### config.mk
export PLATFORM = sky130hd
export DESIGN_NAME = mouse_report_encoder
export DESIGN_NICKNAME = d
export VERILOG_FILES = /design/src/rtl/mre_pkg.sv /design/src/rtl/mouse_report_encoder.sv
export SDC_FILE = /design/constraint.sdc
export NUM_CORES = 1
export LEC_CHECK = 0
export BUFFER_PORTS_ARGS = -buffer_cell sky130_fd_sc_hd__buf_2
export CAP_MARGIN = 20
export CORE_ASPECT_RATIO = 0.6
export CORE_UTILIZATION = 35
export DETAILED_ROUTE_END_ITERATION = 12
export HOLD_SLACK_MARGIN = 0.15
export SLEW_MARGIN = 20
export SYNTH_ARGS = -nofsm -noshare
export SYNTH_HDL_FRONTEND = slang
export SYNTH_SLANG_ARGS = --single-unit
### constraint.sdc
create_clock -name aclk -period 12.9 [get_ports aclk]
set_input_delay 1.29 -clock aclk [delete_from_list [all_inputs] [get_ports aclk]]
set_output_delay 1.29 -clock aclk [all_outputs]
set_load 0.03 [all_outputs]
### src/rtl/mre_pkg.sv
// ----------------------------------------------------------------------------
// mre_pkg
// Types, codes and helper functions for the mouse report encoder.
// ----------------------------------------------------------------------------
`default_nettype none

package mre_pkg;

    localparam int FIELD_COORD_BITS = 12;
    localparam int DEC_BITS         = 13;
    localparam int FRAME_BYTES      = 16;
    localparam int FRAME_BITS       = FRAME_BYTES * 8;
    localparam int COUNT_BITS       = $clog2(FRAME_BYTES + 1);

    // event kinds
    localparam logic [2:0] KIND_PRESS       = 3'd0;
    localparam logic [2:0] KIND_RELEASE     = 3'd1;
    localparam logic [2:0] KIND_MOVE        = 3'd2;
    localparam logic [2:0] KIND_SCROLL_UP   = 3'd3;
    localparam logic [2:0] KIND_SCROLL_DOWN = 3'd4;

    localparam logic [2:0] BTN_NONE = 3'd3;

    // report modes
    localparam logic [1:0] MODE_NONE   = 2'd0;
    localparam logic [1:0] MODE_PRESS  = 2'd1;
    localparam logic [1:0] MODE_BUTTON = 2'd2;
    localparam logic [1:0] MODE_ANY    = 2'd3;

    localparam logic ENC_LEGACY = 1'b0;
    localparam logic ENC_SGR    = 1'b1;

    // configuration register indexes
    localparam logic REG_MODE     = 1'b0;
    localparam logic REG_ENCODING = 1'b1;

    // button codes
    localparam logic [6:0] CODE_SCROLL_UP   = 7'd64;
    localparam logic [6:0] CODE_SCROLL_DOWN = 7'd65;
    localparam logic [6:0] CODE_RELEASE     = 7'd3;
    localparam logic [6:0] CODE_WHEEL_BASE  = 7'd64;
    localparam logic [6:0] CODE_MOTION      = 7'd32;
    localparam logic [6:0] CODE_NONE        = 7'd3;

    localparam logic [7:0] CODE_OFFSET  = 8'd32;
    localparam logic [7:0] COORD_OFFSET = 8'd33;

    localparam logic [7:0] CH_ESC   = 8'h1B;
    localparam logic [7:0] CH_BRACK = 8'h5B;
    localparam logic [7:0] CH_LT    = 8'h3C;
    localparam logic [7:0] CH_SEMI  = 8'h3B;
    localparam logic [7:0] CH_UPM   = 8'h4D;
    localparam logic [7:0] CH_LOWM  = 8'h6D;
    localparam logic [7:0] CH_ZERO  = 8'h30;

    // reciprocals of powers of ten, scaled by 2**DEC_SHIFT and rounded up
    localparam int          DEC_SHIFT  = 24;
    localparam int          RECIP_BITS = 21;
    localparam int          PROD_BITS  = DEC_BITS + RECIP_BITS;
    localparam logic [RECIP_BITS-1:0] RECIP_10   = RECIP_BITS'(1677722);
    localparam logic [RECIP_BITS-1:0] RECIP_100  = RECIP_BITS'(167773);
    localparam logic [RECIP_BITS-1:0] RECIP_1000 = RECIP_BITS'(16778);

    typedef struct packed {
        logic [31:0] chars;   // most significant digit in the lowest byte
        logic [2:0]  len;
    } dec_t;

    function automatic logic [DEC_BITS-1:0] scaled_quot(
        input logic [DEC_BITS-1:0]   v,
        input logic [RECIP_BITS-1:0] recip
    );
        logic [PROD_BITS-1:0] prod;
        prod = PROD_BITS'(v) * PROD_BITS'(recip);
        return prod[DEC_SHIFT +: DEC_BITS];
    endfunction

    function automatic logic [7:0] digit_char(
        input logic [DEC_BITS-1:0] hi,
        input logic [DEC_BITS-1:0] lo_quot
    );
        logic [DEC_BITS-1:0] rem;
        rem = hi - DEC_BITS'(lo_quot * DEC_BITS'(10));
        return CH_ZERO | {4'b0000, rem[3:0]};
    endfunction

    // values up to 4096
    function automatic dec_t to_decimal(input logic [DEC_BITS-1:0] v);
        logic [DEC_BITS-1:0] q1;
        logic [DEC_BITS-1:0] q2;
        logic [DEC_BITS-1:0] q3;
        logic [7:0]          c0;
        logic [7:0]          c1;
        logic [7:0]          c2;
        logic [7:0]          c3;
        dec_t                d;
        q1 = scaled_quot(v, RECIP_10);
        q2 = scaled_quot(v, RECIP_100);
        q3 = scaled_quot(v, RECIP_1000);
        c0 = digit_char(v, q1);
        c1 = digit_char(q1, q2);
        c2 = digit_char(q2, q3);
        c3 = CH_ZERO | {4'b0000, q3[3:0]};
        if (v >= DEC_BITS'(1000)) begin
            d.chars = {c0, c1, c2, c3};
            d.len   = 3'd4;
        end else if (v >= DEC_BITS'(100)) begin
            d.chars = {8'h00, c0, c1, c2};
            d.len   = 3'd3;
        end else if (v >= DEC_BITS'(10)) begin
            d.chars = {16'h0000, c0, c1};
            d.len   = 3'd2;
        end else begin
            d.chars = {24'h000000, c0};
            d.len   = 3'd1;
        end
        return d;
    endfunction

endpackage

`default_nettype wire

### src/rtl/mouse_report_encoder.sv
// ----------------------------------------------------------------------------
// mouse_report_encoder
// Turns one pointer event into the byte stream of a terminal mouse report.
// ----------------------------------------------------------------------------
//  channel  direction  handshake          payload
//  s_       in         s_tvalid/s_tready  s_tdata event fields, s_tuser kind
//  m_       out        m_tvalid/m_tready  m_tdata report byte, m_tlast end
//  cfg_     in         cfg_valid/cfg_ready cfg_index, cfg_data
//
//  An item passes an input register, is built into a full report in one
//  pass and is then sent one byte a cycle while m_tready allows: 6 bytes
//  for a legacy report, 9 to 16 for an SGR report. The next item is
//  taken while the current report drains; unreported items leave the
//  input register without waiting; bytes go via frame and output regs.
//  aresetn is synchronous and active low; mode resets to none.
// ----------------------------------------------------------------------------
`default_nettype none

module mouse_report_encoder #(
    parameter int COORD_BITS = 12
) (
    input  wire logic        aclk,
    input  wire logic        aresetn,

    input  wire logic        s_tvalid,
    output logic             s_tready,
    // which_button[2:0], shift_held[3], alt_held[4], ctrl_held[5],
    // column[17:6], line[29:18], zero fill [31:30]
    input  wire logic [31:0] s_tdata,
    // event_kind[2:0]
    input  wire logic [2:0]  s_tuser,

    output logic             m_tvalid,
    input  wire logic        m_tready,
    // out_byte[7:0]
    output logic [7:0]       m_tdata,
    output logic             m_tlast,

    input  wire logic        cfg_valid,
    output logic             cfg_ready,
    input  wire logic        cfg_index,
    input  wire logic [1:0]  cfg_data
);

    localparam int CB = mre_pkg::FIELD_COORD_BITS;
    localparam int USED_BITS = (COORD_BITS < CB) ? COORD_BITS : CB;
    localparam logic [CB-1:0] COORD_MASK = CB'((32'd1 << USED_BITS) - 32'd1);
    localparam int FB = mre_pkg::FRAME_BITS;
    localparam int NB = mre_pkg::COUNT_BITS;
    localparam int DB = mre_pkg::DEC_BITS;

    logic [1:0]    mode_reg;
    logic          enc_reg;

    logic          in_valid_reg;
    logic [2:0]    kind_reg;
    logic [2:0]    btn_reg;
    logic          shift_reg;
    logic          alt_reg;
    logic          ctrl_reg;
    logic [CB-1:0] col_reg;
    logic [CB-1:0] row_reg;

    logic          frame_valid_reg;
    logic [FB-1:0] frame_reg;
    logic [NB-1:0] rem_reg;

    logic          m_tvalid_reg;
    logic [7:0]    m_tdata_reg;
    logic          m_tlast_reg;

    logic          reported;
    logic [6:0]    mods;
    logic [6:0]    base_code;
    logic [6:0]    sgr_code;
    logic [CB-1:0] col_m;
    logic [CB-1:0] row_m;
    mre_pkg::dec_t code_dec;
    mre_pkg::dec_t col_dec;
    mre_pkg::dec_t row_dec;
    logic [FB-1:0] sgr_frame;
    logic [FB-1:0] new_frame;
    logic [NB-1:0] new_len;

    logic          out_free;
    logic          emit;
    logic          emit_last;
    logic          frame_free;
    logic          advance;
    logic          load;

    logic          in_valid_next;
    logic          frame_valid_next;
    logic [FB-1:0] frame_next;
    logic [NB-1:0] rem_next;
    logic          m_tvalid_next;
    logic [7:0]    m_tdata_next;
    logic          m_tlast_next;

    always_comb begin
        case (mode_reg)
            mre_pkg::MODE_PRESS: begin
                reported = (kind_reg == mre_pkg::KIND_PRESS)
                        || (kind_reg == mre_pkg::KIND_SCROLL_UP)
                        || (kind_reg == mre_pkg::KIND_SCROLL_DOWN);
            end
            mre_pkg::MODE_BUTTON: begin
                reported = (kind_reg <= mre_pkg::KIND_SCROLL_DOWN)
                        && !((kind_reg == mre_pkg::KIND_MOVE)
                             && (btn_reg == mre_pkg::BTN_NONE));
            end
            mre_pkg::MODE_ANY: begin
                reported = (kind_reg <= mre_pkg::KIND_SCROLL_DOWN);
            end
            default: begin
                reported = 1'b0;
            end
        endcase
    end

    always_comb begin
        mods = {2'b00, ctrl_reg, alt_reg, shift_reg, 2'b00};
        case (kind_reg)
            mre_pkg::KIND_SCROLL_UP:   base_code = mre_pkg::CODE_SCROLL_UP;
            mre_pkg::KIND_SCROLL_DOWN: base_code = mre_pkg::CODE_SCROLL_DOWN;
            mre_pkg::KIND_RELEASE:     base_code = mre_pkg::CODE_RELEASE;
            mre_pkg::KIND_MOVE: begin
                base_code = mre_pkg::CODE_MOTION
                          | ((btn_reg < mre_pkg::BTN_NONE) ? {4'b0000, btn_reg}
                                                           : mre_pkg::CODE_NONE);
            end
            default: begin
                base_code = btn_reg[2] ? (mre_pkg::CODE_WHEEL_BASE | {5'b00000, btn_reg[1:0]})
                                       : {4'b0000, btn_reg};
            end
        endcase
        if (kind_reg == mre_pkg::KIND_RELEASE) begin
            sgr_code = ((btn_reg < mre_pkg::BTN_NONE) ? {4'b0000, btn_reg} : 7'd0) | mods;
        end else begin
            sgr_code = base_code | mods;
        end
    end

    always_comb begin
        col_m    = col_reg & COORD_MASK;
        row_m    = row_reg & COORD_MASK;
        code_dec = mre_pkg::to_decimal(DB'(sgr_code));
        col_dec  = mre_pkg::to_decimal(DB'(col_m) + DB'(1));
        row_dec  = mre_pkg::to_decimal(DB'(row_m) + DB'(1));

        sgr_frame = FB'((kind_reg == mre_pkg::KIND_RELEASE) ? mre_pkg::CH_LOWM
                                                             : mre_pkg::CH_UPM);
        sgr_frame = (sgr_frame << {row_dec.len, 3'b000}) | FB'(row_dec.chars);
        sgr_frame = (sgr_frame << 8) | FB'(mre_pkg::CH_SEMI);
        sgr_frame = (sgr_frame << {col_dec.len, 3'b000}) | FB'(col_dec.chars);
        sgr_frame = (sgr_frame << 8) | FB'(mre_pkg::CH_SEMI);
        sgr_frame = (sgr_frame << {code_dec.len, 3'b000}) | FB'(code_dec.chars);
        sgr_frame = (sgr_frame << 24)
                  | FB'({mre_pkg::CH_LT, mre_pkg::CH_BRACK, mre_pkg::CH_ESC});

        if (enc_reg == mre_pkg::ENC_SGR) begin
            new_frame = sgr_frame;
            new_len   = NB'(6) + NB'(code_dec.len) + NB'(col_dec.len)
                      + NB'(row_dec.len);
        end else begin
            new_frame = FB'({row_m[7:0] + mre_pkg::COORD_OFFSET,
                             col_m[7:0] + mre_pkg::COORD_OFFSET,
                             {1'b0, base_code | mods} + mre_pkg::CODE_OFFSET,
                             mre_pkg::CH_UPM, mre_pkg::CH_BRACK, mre_pkg::CH_ESC});
            new_len   = NB'(6);
        end
    end

    always_comb begin
        out_free   = !m_tvalid_reg || m_tready;
        emit       = frame_valid_reg && out_free;
        emit_last  = emit && (rem_reg == NB'(1));
        frame_free = !frame_valid_reg || emit_last;
        advance    = in_valid_reg && (!reported || frame_free);
        load       = advance && reported;
        s_tready   = !in_valid_reg || advance;

        in_valid_next = in_valid_reg;
        if (s_tvalid && s_tready) begin
            in_valid_next = 1'b1;
        end else if (advance) begin
            in_valid_next = 1'b0;
        end

        frame_valid_next = frame_valid_reg;
        frame_next       = frame_reg;
        rem_next         = rem_reg;
        if (load) begin
            frame_valid_next = 1'b1;
            frame_next       = new_frame;
            rem_next         = new_len;
        end else if (emit) begin
            frame_valid_next = !emit_last;
            frame_next       = frame_reg >> 8;
            rem_next         = rem_reg - NB'(1);
        end

        m_tvalid_next = m_tvalid_reg;
        m_tdata_next  = m_tdata_reg;
        m_tlast_next  = m_tlast_reg;
        if (emit) begin
            m_tvalid_next = 1'b1;
            m_tdata_next  = frame_reg[7:0];
            m_tlast_next  = (rem_reg == NB'(1));
        end else if (m_tready) begin
            m_tvalid_next = 1'b0;
        end
    end

    always_ff @(posedge aclk) begin
        if (!aresetn) begin
            mode_reg        <= mre_pkg::MODE_NONE;
            enc_reg         <= mre_pkg::ENC_LEGACY;
            in_valid_reg    <= 1'b0;
            frame_valid_reg <= 1'b0;
            rem_reg         <= '0;
            m_tvalid_reg    <= 1'b0;
        end else begin
            if (cfg_valid) begin
                case (cfg_index)
                    mre_pkg::REG_MODE:     mode_reg <= cfg_data;
                    mre_pkg::REG_ENCODING: enc_reg  <= cfg_data[0];
                    default: begin
                    end
                endcase
            end
            in_valid_reg    <= in_valid_next;
            frame_valid_reg <= frame_valid_next;
            rem_reg         <= rem_next;
            m_tvalid_reg    <= m_tvalid_next;
        end
    end

    always_ff @(posedge aclk) begin
        if (s_tvalid && s_tready) begin
            kind_reg  <= s_tuser;
            btn_reg   <= s_tdata[2:0];
            shift_reg <= s_tdata[3];
            alt_reg   <= s_tdata[4];
            ctrl_reg  <= s_tdata[5];
            col_reg   <= s_tdata[17:6];
            row_reg   <= s_tdata[29:18];
        end
        frame_reg   <= frame_next;
        m_tdata_reg <= m_tdata_next;
        m_tlast_reg <= m_tlast_next;
    end

    assign cfg_ready = 1'b1;
    assign m_tvalid  = m_tvalid_reg;
    assign m_tdata   = m_tdata_reg;
    assign m_tlast   = m_tlast_reg;

endmodule

`default_nettype wire
==> qor.txt, run 1 <==
Initial core utilization = 36.1%
Max-cap viol count = 0
Top-count cell post-synth = ha_1
Fin area = 14,700 um2
Crit path max fanout = 9
CTS Root Cell = clkbuf_16
Initial DRC Count = 913
Status = complete, no violations
Site Rows = 54
YS warnings = 0
Peak VDD IR = 0.0852 mV
Slowest CP cell = or4b_1
Unique cell type count in the Yosys netlist = 91
Top FF cell, synth = edfxtp_1
Layout Nets = 1,640
# setup viols final = 0
Initial antenna violation count = 1
Mapped Cells = 1,328
RD Place Congestion = 0.886
Synth top area share = 36.0%
Cell class contributing the biggest share of worst-path delay = adder cells
HP Class = register to register
Logic pwr share = 29.6%
Post_cts resized = 0
Worst-path clk slew = 80 ps
DR pass1 iterations = 5
ANT cells = 0
GRT Total Usage = 17.2%
Design Power = 1.66 mW
Routed WL = 32,900 um
Number of flip-flops in the largest register = 118
Commonest cells post-synth = 199 x ha_1, 162 x inv_1, 160 x edfxtp_1
NetSw = 0.560 mW
Seq pwr share = 38.3%
WS Path Type = register to register
Internal = 1.10 mW
Setup TNS = 0 ps
Placed cells = 1,842
RSZ-0062 raised after global routing = false
Fraction of layout cells with a size suffix above 1 = 9.85%
Final critical-path required period = 6850 ps
Final Hold Fails = 0
Startpoint types = register
Post-CTS Setup Inserts = 0
Pin count of the biggest net entering global routing = 77
Cell Count, Final, Fillers Out = 1,874
Wire per inst = 17.6 um
Cell Pwr Density = 113 nW/um2
Clock Path Buffers = 2
Crit-path most repeated cell = ha_1
Clock share of power = 32.1%
Final Cycle Share = 53.1%
CP peak stage delay = 690 ps
Asr flop ratio synth = 0%
Clock sink total = 171
Post-route ant nets = 0
Post-DP Area = 14,100 um2
Seq/Total Area, Yosys = 37.6%
Ranking of synthesized cells by area = edfxtp_1 36%, ha_1 19%, fa_1 6.1%
Mapped cell area = 13,400 um2
Die area = 39,000 um2
Hold buffer count at cts = 0
Die span in x = 254 um
CTS tree = yes
Worst Setup End Kind = register
H-Tree Depth = 4
I/O pins = 55
Leak = 6.53 nW
FF+latch count, synth = 171
Relative slew slack = 35.3%
Slew @ Worst Pin = 964 ps
Synthesized area per cell = 10.1 um2
Via count = 9,982
Clk_skew = 12.7 ps
IO buf count = 51
Clock latency on the worst-skew pair = 450 ps
WP data arrival = 7160 ps
Core Region = 37,000 um2
CTS buffer count = 17
CP cell instances = ha_1 -> nand4_2 -> nor2_1 -> xor2_1 -> ha_1 -> ha_1 -> ha_1 -> inv_1 -> fa_1 -> inv_1 -> fa_1 -> ha_1 -> and3_1 -> a221oi_1 -> o21ai_0 -> nor3_1 -> o22ai_1 -> or4b_1 -> o32a_1 -> nand2_1 -> a32o_1
Post-synth EDFFs = 160
Max Clk Rate = 146 MHz
Syn-to-layout area delta = 10.4%
Number of global-route vias before repair = 9,102
# DRC = 0
Vias per std cell = 5.33
Sw Ratio = 33.8%
First-pass GRT wire length = 51,500 um
Worst EP required = 13,220 ps
Largest area contributor in the netlist = edfxtp_1
Post-DP HPWL = 24,900 um
Overflow after GRT = 0
Die Y = 153 um
Fin Hold WS = 421 ps
Filler Cells Inserted = 3,636
Worst path buffer plus inverter count = 2
Final Max Slew Viols = 0
## metrics by stage
stage	worst slack [ps]	util, %
after floorplan	7260	-
after CTS	6080	39.9
after global placement	6200	38.2
after detailed placement	6140	38.2
after global routing	5620	39.9
final	6050	39.9
## power groups by stage
stage,combinational [mW],clock [mW],sequential (mW)
4_1_cts,0.491,0.543,0.635
2_1_floorplan,0.364,0,0.641
3_5_place_dp,0.484,0,0.647
3_3_place_gp,0.476,0,0.647
5_1_grt,0.565,0.565,0.637
6_report,0.492,0.532,0.635
## metal layers
layer  vias up  part of all wire (%)  track usage (%)
li1       4798                     -                -
met1      4762                    53             28.6
met2       398                    37             21.4
met3        24                   9.1             4.14
met4         0                  0.82             3.41
met5         -                     0                0
## worst paths after layout
kind           startpoint            end  slack (ps)  cells after the start
max              row_m[0]  frame_reg[74]        6050                     21
min          frame_reg[3]     m_tdata[3]         420                      0
max reg2reg      row_m[0]  frame_reg[74]        6050                     21
min reg2reg  frame_reg[3]     m_tdata[3]         420                      0
## final cells by class
cell class | instances | area, um2 | area share [%]
tap | 504 | 631 | 4.28
timing repair buffer | 59 | 315 | 2.14
sequential | 171 | 5020 | 34.1
clock inverter | 15 | 195 | 1.32
clock buffer | 17 | 425 | 2.89
multi-input combinational | 941 | 7520 | 51.0
inverter | 167 | 634 | 4.30
## cells in the final DEF (no fill, tap or decap), drive strengths merged, types with 4 or more instances in the layout
master / count
o311ai: 4
and3: 6
a2111oi: 4
a221oi: 7
a21oi: 54
xor2: 14
clkbuf: 17
dfxtp: 11
nor3: 14
a21o: 27
ha: 199
inv: 172
o21ai: 59
nor2: 72
or3: 7
or2: 13
buf: 59
a21boi: 7
fa: 41
a31oi: 8
o221ai: 7
and4: 9
and2: 11
nor4: 9
nand3: 41
o211ai: 21
nor2b: 18
nand2: 154
edfxtp: 160
clkinv: 9
a22o: 6
a211oi: 10
a31o: 4
nand2b: 7
o31ai: 6
nand4: 17
xnor2: 19
o21a: 10
## kinds of logic after synthesis
| family | share of synthesized area [%] |
|---|---|
| AO/OA/AOI/OAI | 14.1 |
| XOR/XNOR | 2.28 |
| adder cells (fa/ha/maj) | 24.9 |
| buffers and inverters | 6.39 |
| flip-flops | 37.6 |
| multiplexers | 0.225 |
| other | 0.0562 |
| AND/OR/NAND/NOR | 14.5 |
Note: power is estimated with default switching activity, not from simulation.
==> inputs of run 2 (changes only) <==
Clock period 12.9 ns to 6.36 ns, I/O delays scaled along.
==> run 2 against run 1 <==
Compared with the run above: register-to-register slack got worse by 5800 ps; sequential share of layout area fell by 0.49 points; cell count rose by 1.5%; routed wire length rose by 1.7%; critical path depth rose by 4; utilization rose by 0.58 points; largest cell class unchanged; highest routed layer unchanged.
==> qor.txt, run 2 (synthesis results as in run 1) <==
Status = complete, no violations
Final Hold Fails = 0
Die area = 39,000 um2
CTS Root Cell = clkbuf_16
Overflow after GRT = 0
# DRC = 0
Final Cycle Share = 95.6%
FF-to-FF path depth = 25
Number of global-route vias before repair = 9,238
Vias per std cell = 5.28
RD Place Congestion = 0.893
Relative slew slack = 34.4%
Max Clk Rate = 164 MHz
# setup viols final = 0
Worst Setup End Kind = register
DR WL met2 = 12,700 um
WP data arrival = 6390 ps
CTS buffer count = 17
Layout Nets = 1,668
Fin Hold WS = 356 ps
Commonest non-fill, non-tap cell in the layout = ha_1
Crit path max fanout = 6
CP peak stage delay = 580 ps
Startpoint types = register
WS Path Type = register to register
Fraction of layout cells with a size suffix above 1 = 11.9%
Leak = 6.65 nW
Cell Count, Final, Fillers Out = 1,902
Placed cells = 1,869
R2R Setup Slk = 280 ps
Peak VDD IR = 0.149 mV
GRT Total Usage = 17.5%
Final critical-path required period = 6080 ps
Die Y = 153 um
Die span in x = 254 um
Initial antenna violation count = 0
Via count = 10.0k
Most frequent cells in the layout = 198 x ha_1, 162 x inv_1, 160 x edfxtp_1, 152 x nand2_1, 70 x nor2_1
Clock latency on the worst-skew pair = 450 ps
Slowest CP cell = or4b_4
Cell Pwr Density = 224 nW/um2
Setup TNS = 0 ps
Hold buffer count at cts = 0
IO buf count = 51
H-Tree Depth = 4
WHS Path Cells = 1
Worst EP required = 6670 ps
First-pass GRT wire length = 52,400 um
Final Max Slew Viols = 0
Slew @ Worst Pin = 984 ps
Wire per inst = 17.6 um
Max-cap viol count = 0
ANT cells = 0
Clock Path Buffers = 2
Top sig layer = met4
Syn-to-layout area delta = 12.0%
HP Class = primary input to register
Number of flip-flops in the largest register = 118
Met1 Wirelength = 17,900 um
Core Region = 37,000 um2
Pin count of the biggest net entering global routing = 80
I/O pins = 55
Post-route ant nets = 0
CTS tree = yes
Worst-path clk slew = 70 ps
Post-DP HPWL = 25,500 um
Site Rows = 54
Met3 WL = 2690 um
Clock sink total = 171
Clk_skew = 14.6 ps
Initial core utilization = 36.1%
Routed WL = 33,500 um
Initial DRC Count = 1,065
DR pass1 iterations = 5
run 2: cell count changes in the layout (fill, tap and decap cells not counted), sizes merged:
cell | before | now
clkinvlp | 0 | 1
bufinv | 1 | 0
buf | 59 | 87
inv | 172 | 174
clkinv | 9 | 6
clkbuf | 17 | 18
run 2: final cells by class:
type / instances / area [um2]
clock buffers: 18 / 429
clock inverters: 14 / 146
fillers: 3632 / 22000
inverters: 167 / 634
multi-input cells: 941 / 7540
flip-flops and latches: 171 / 5020
well taps: 504 / 631
repair buffers: 87 / 551
run 2: through the flow:
stage	total power [mW]	cell area, um2	utilization [%]	setup WS (ps)
floorplan	2.04	13400	-	717
global placement	2.30	14300	38.8	287
detailed placement	2.34	14300	38.8	118
CTS	3.36	14900	40.3	58.4
global route	3.57	15000	40.5	-13.4
finish	3.35	15000	40.5	278
run 2: critical path, delay by kind of cell (launching register included):
kind,cells,cell delay [ps]
adders and majority gates,7,2300
and+or+nand+nor,7,1630
AOI/OAI and AO/OA,6,1220
DFF,1,410
buffers and inverters,4,230
xor gates and xnor gates,1,140
run 2: layer usage:
metal  vias up  track usage [%]
li1       4845                -
met5         -                0
met1      4817             29.0
met2       356             22.6
met3        23             3.78
met4         0             2.64
run 2: where the power goes:
| group | total (mW) | internal, mW | switching, mW | leakage [nW] |
|---|---|---|---|---|
| Sequential | 1.28 | 1.26 | 0.0243 | 1.57 |
| Clock | 1.02 | 0.523 | 0.493 | 0.280 |
| Combinational | 1.05 | 0.425 | 0.626 | 4.80 |
| Total | 3.35 | 2.21 | 1.14 | 6.65 |
run 2: what timing repair did:
item,in CTS,in global routing
buffers inserted,0,0
endpoints found under the setup margin,0,11
gates resized for setup,0,7
run 2: worst paths after layout:
path | startpoint | endpoint
setup / recovery | row_m[0] | frame_reg[74]
hold / removal | s_tdata[7] | col_m[1]
setup reg to reg | row_m[0] | frame_reg[74]
hold reg to reg | frame_reg[3] | m_tdata[3]
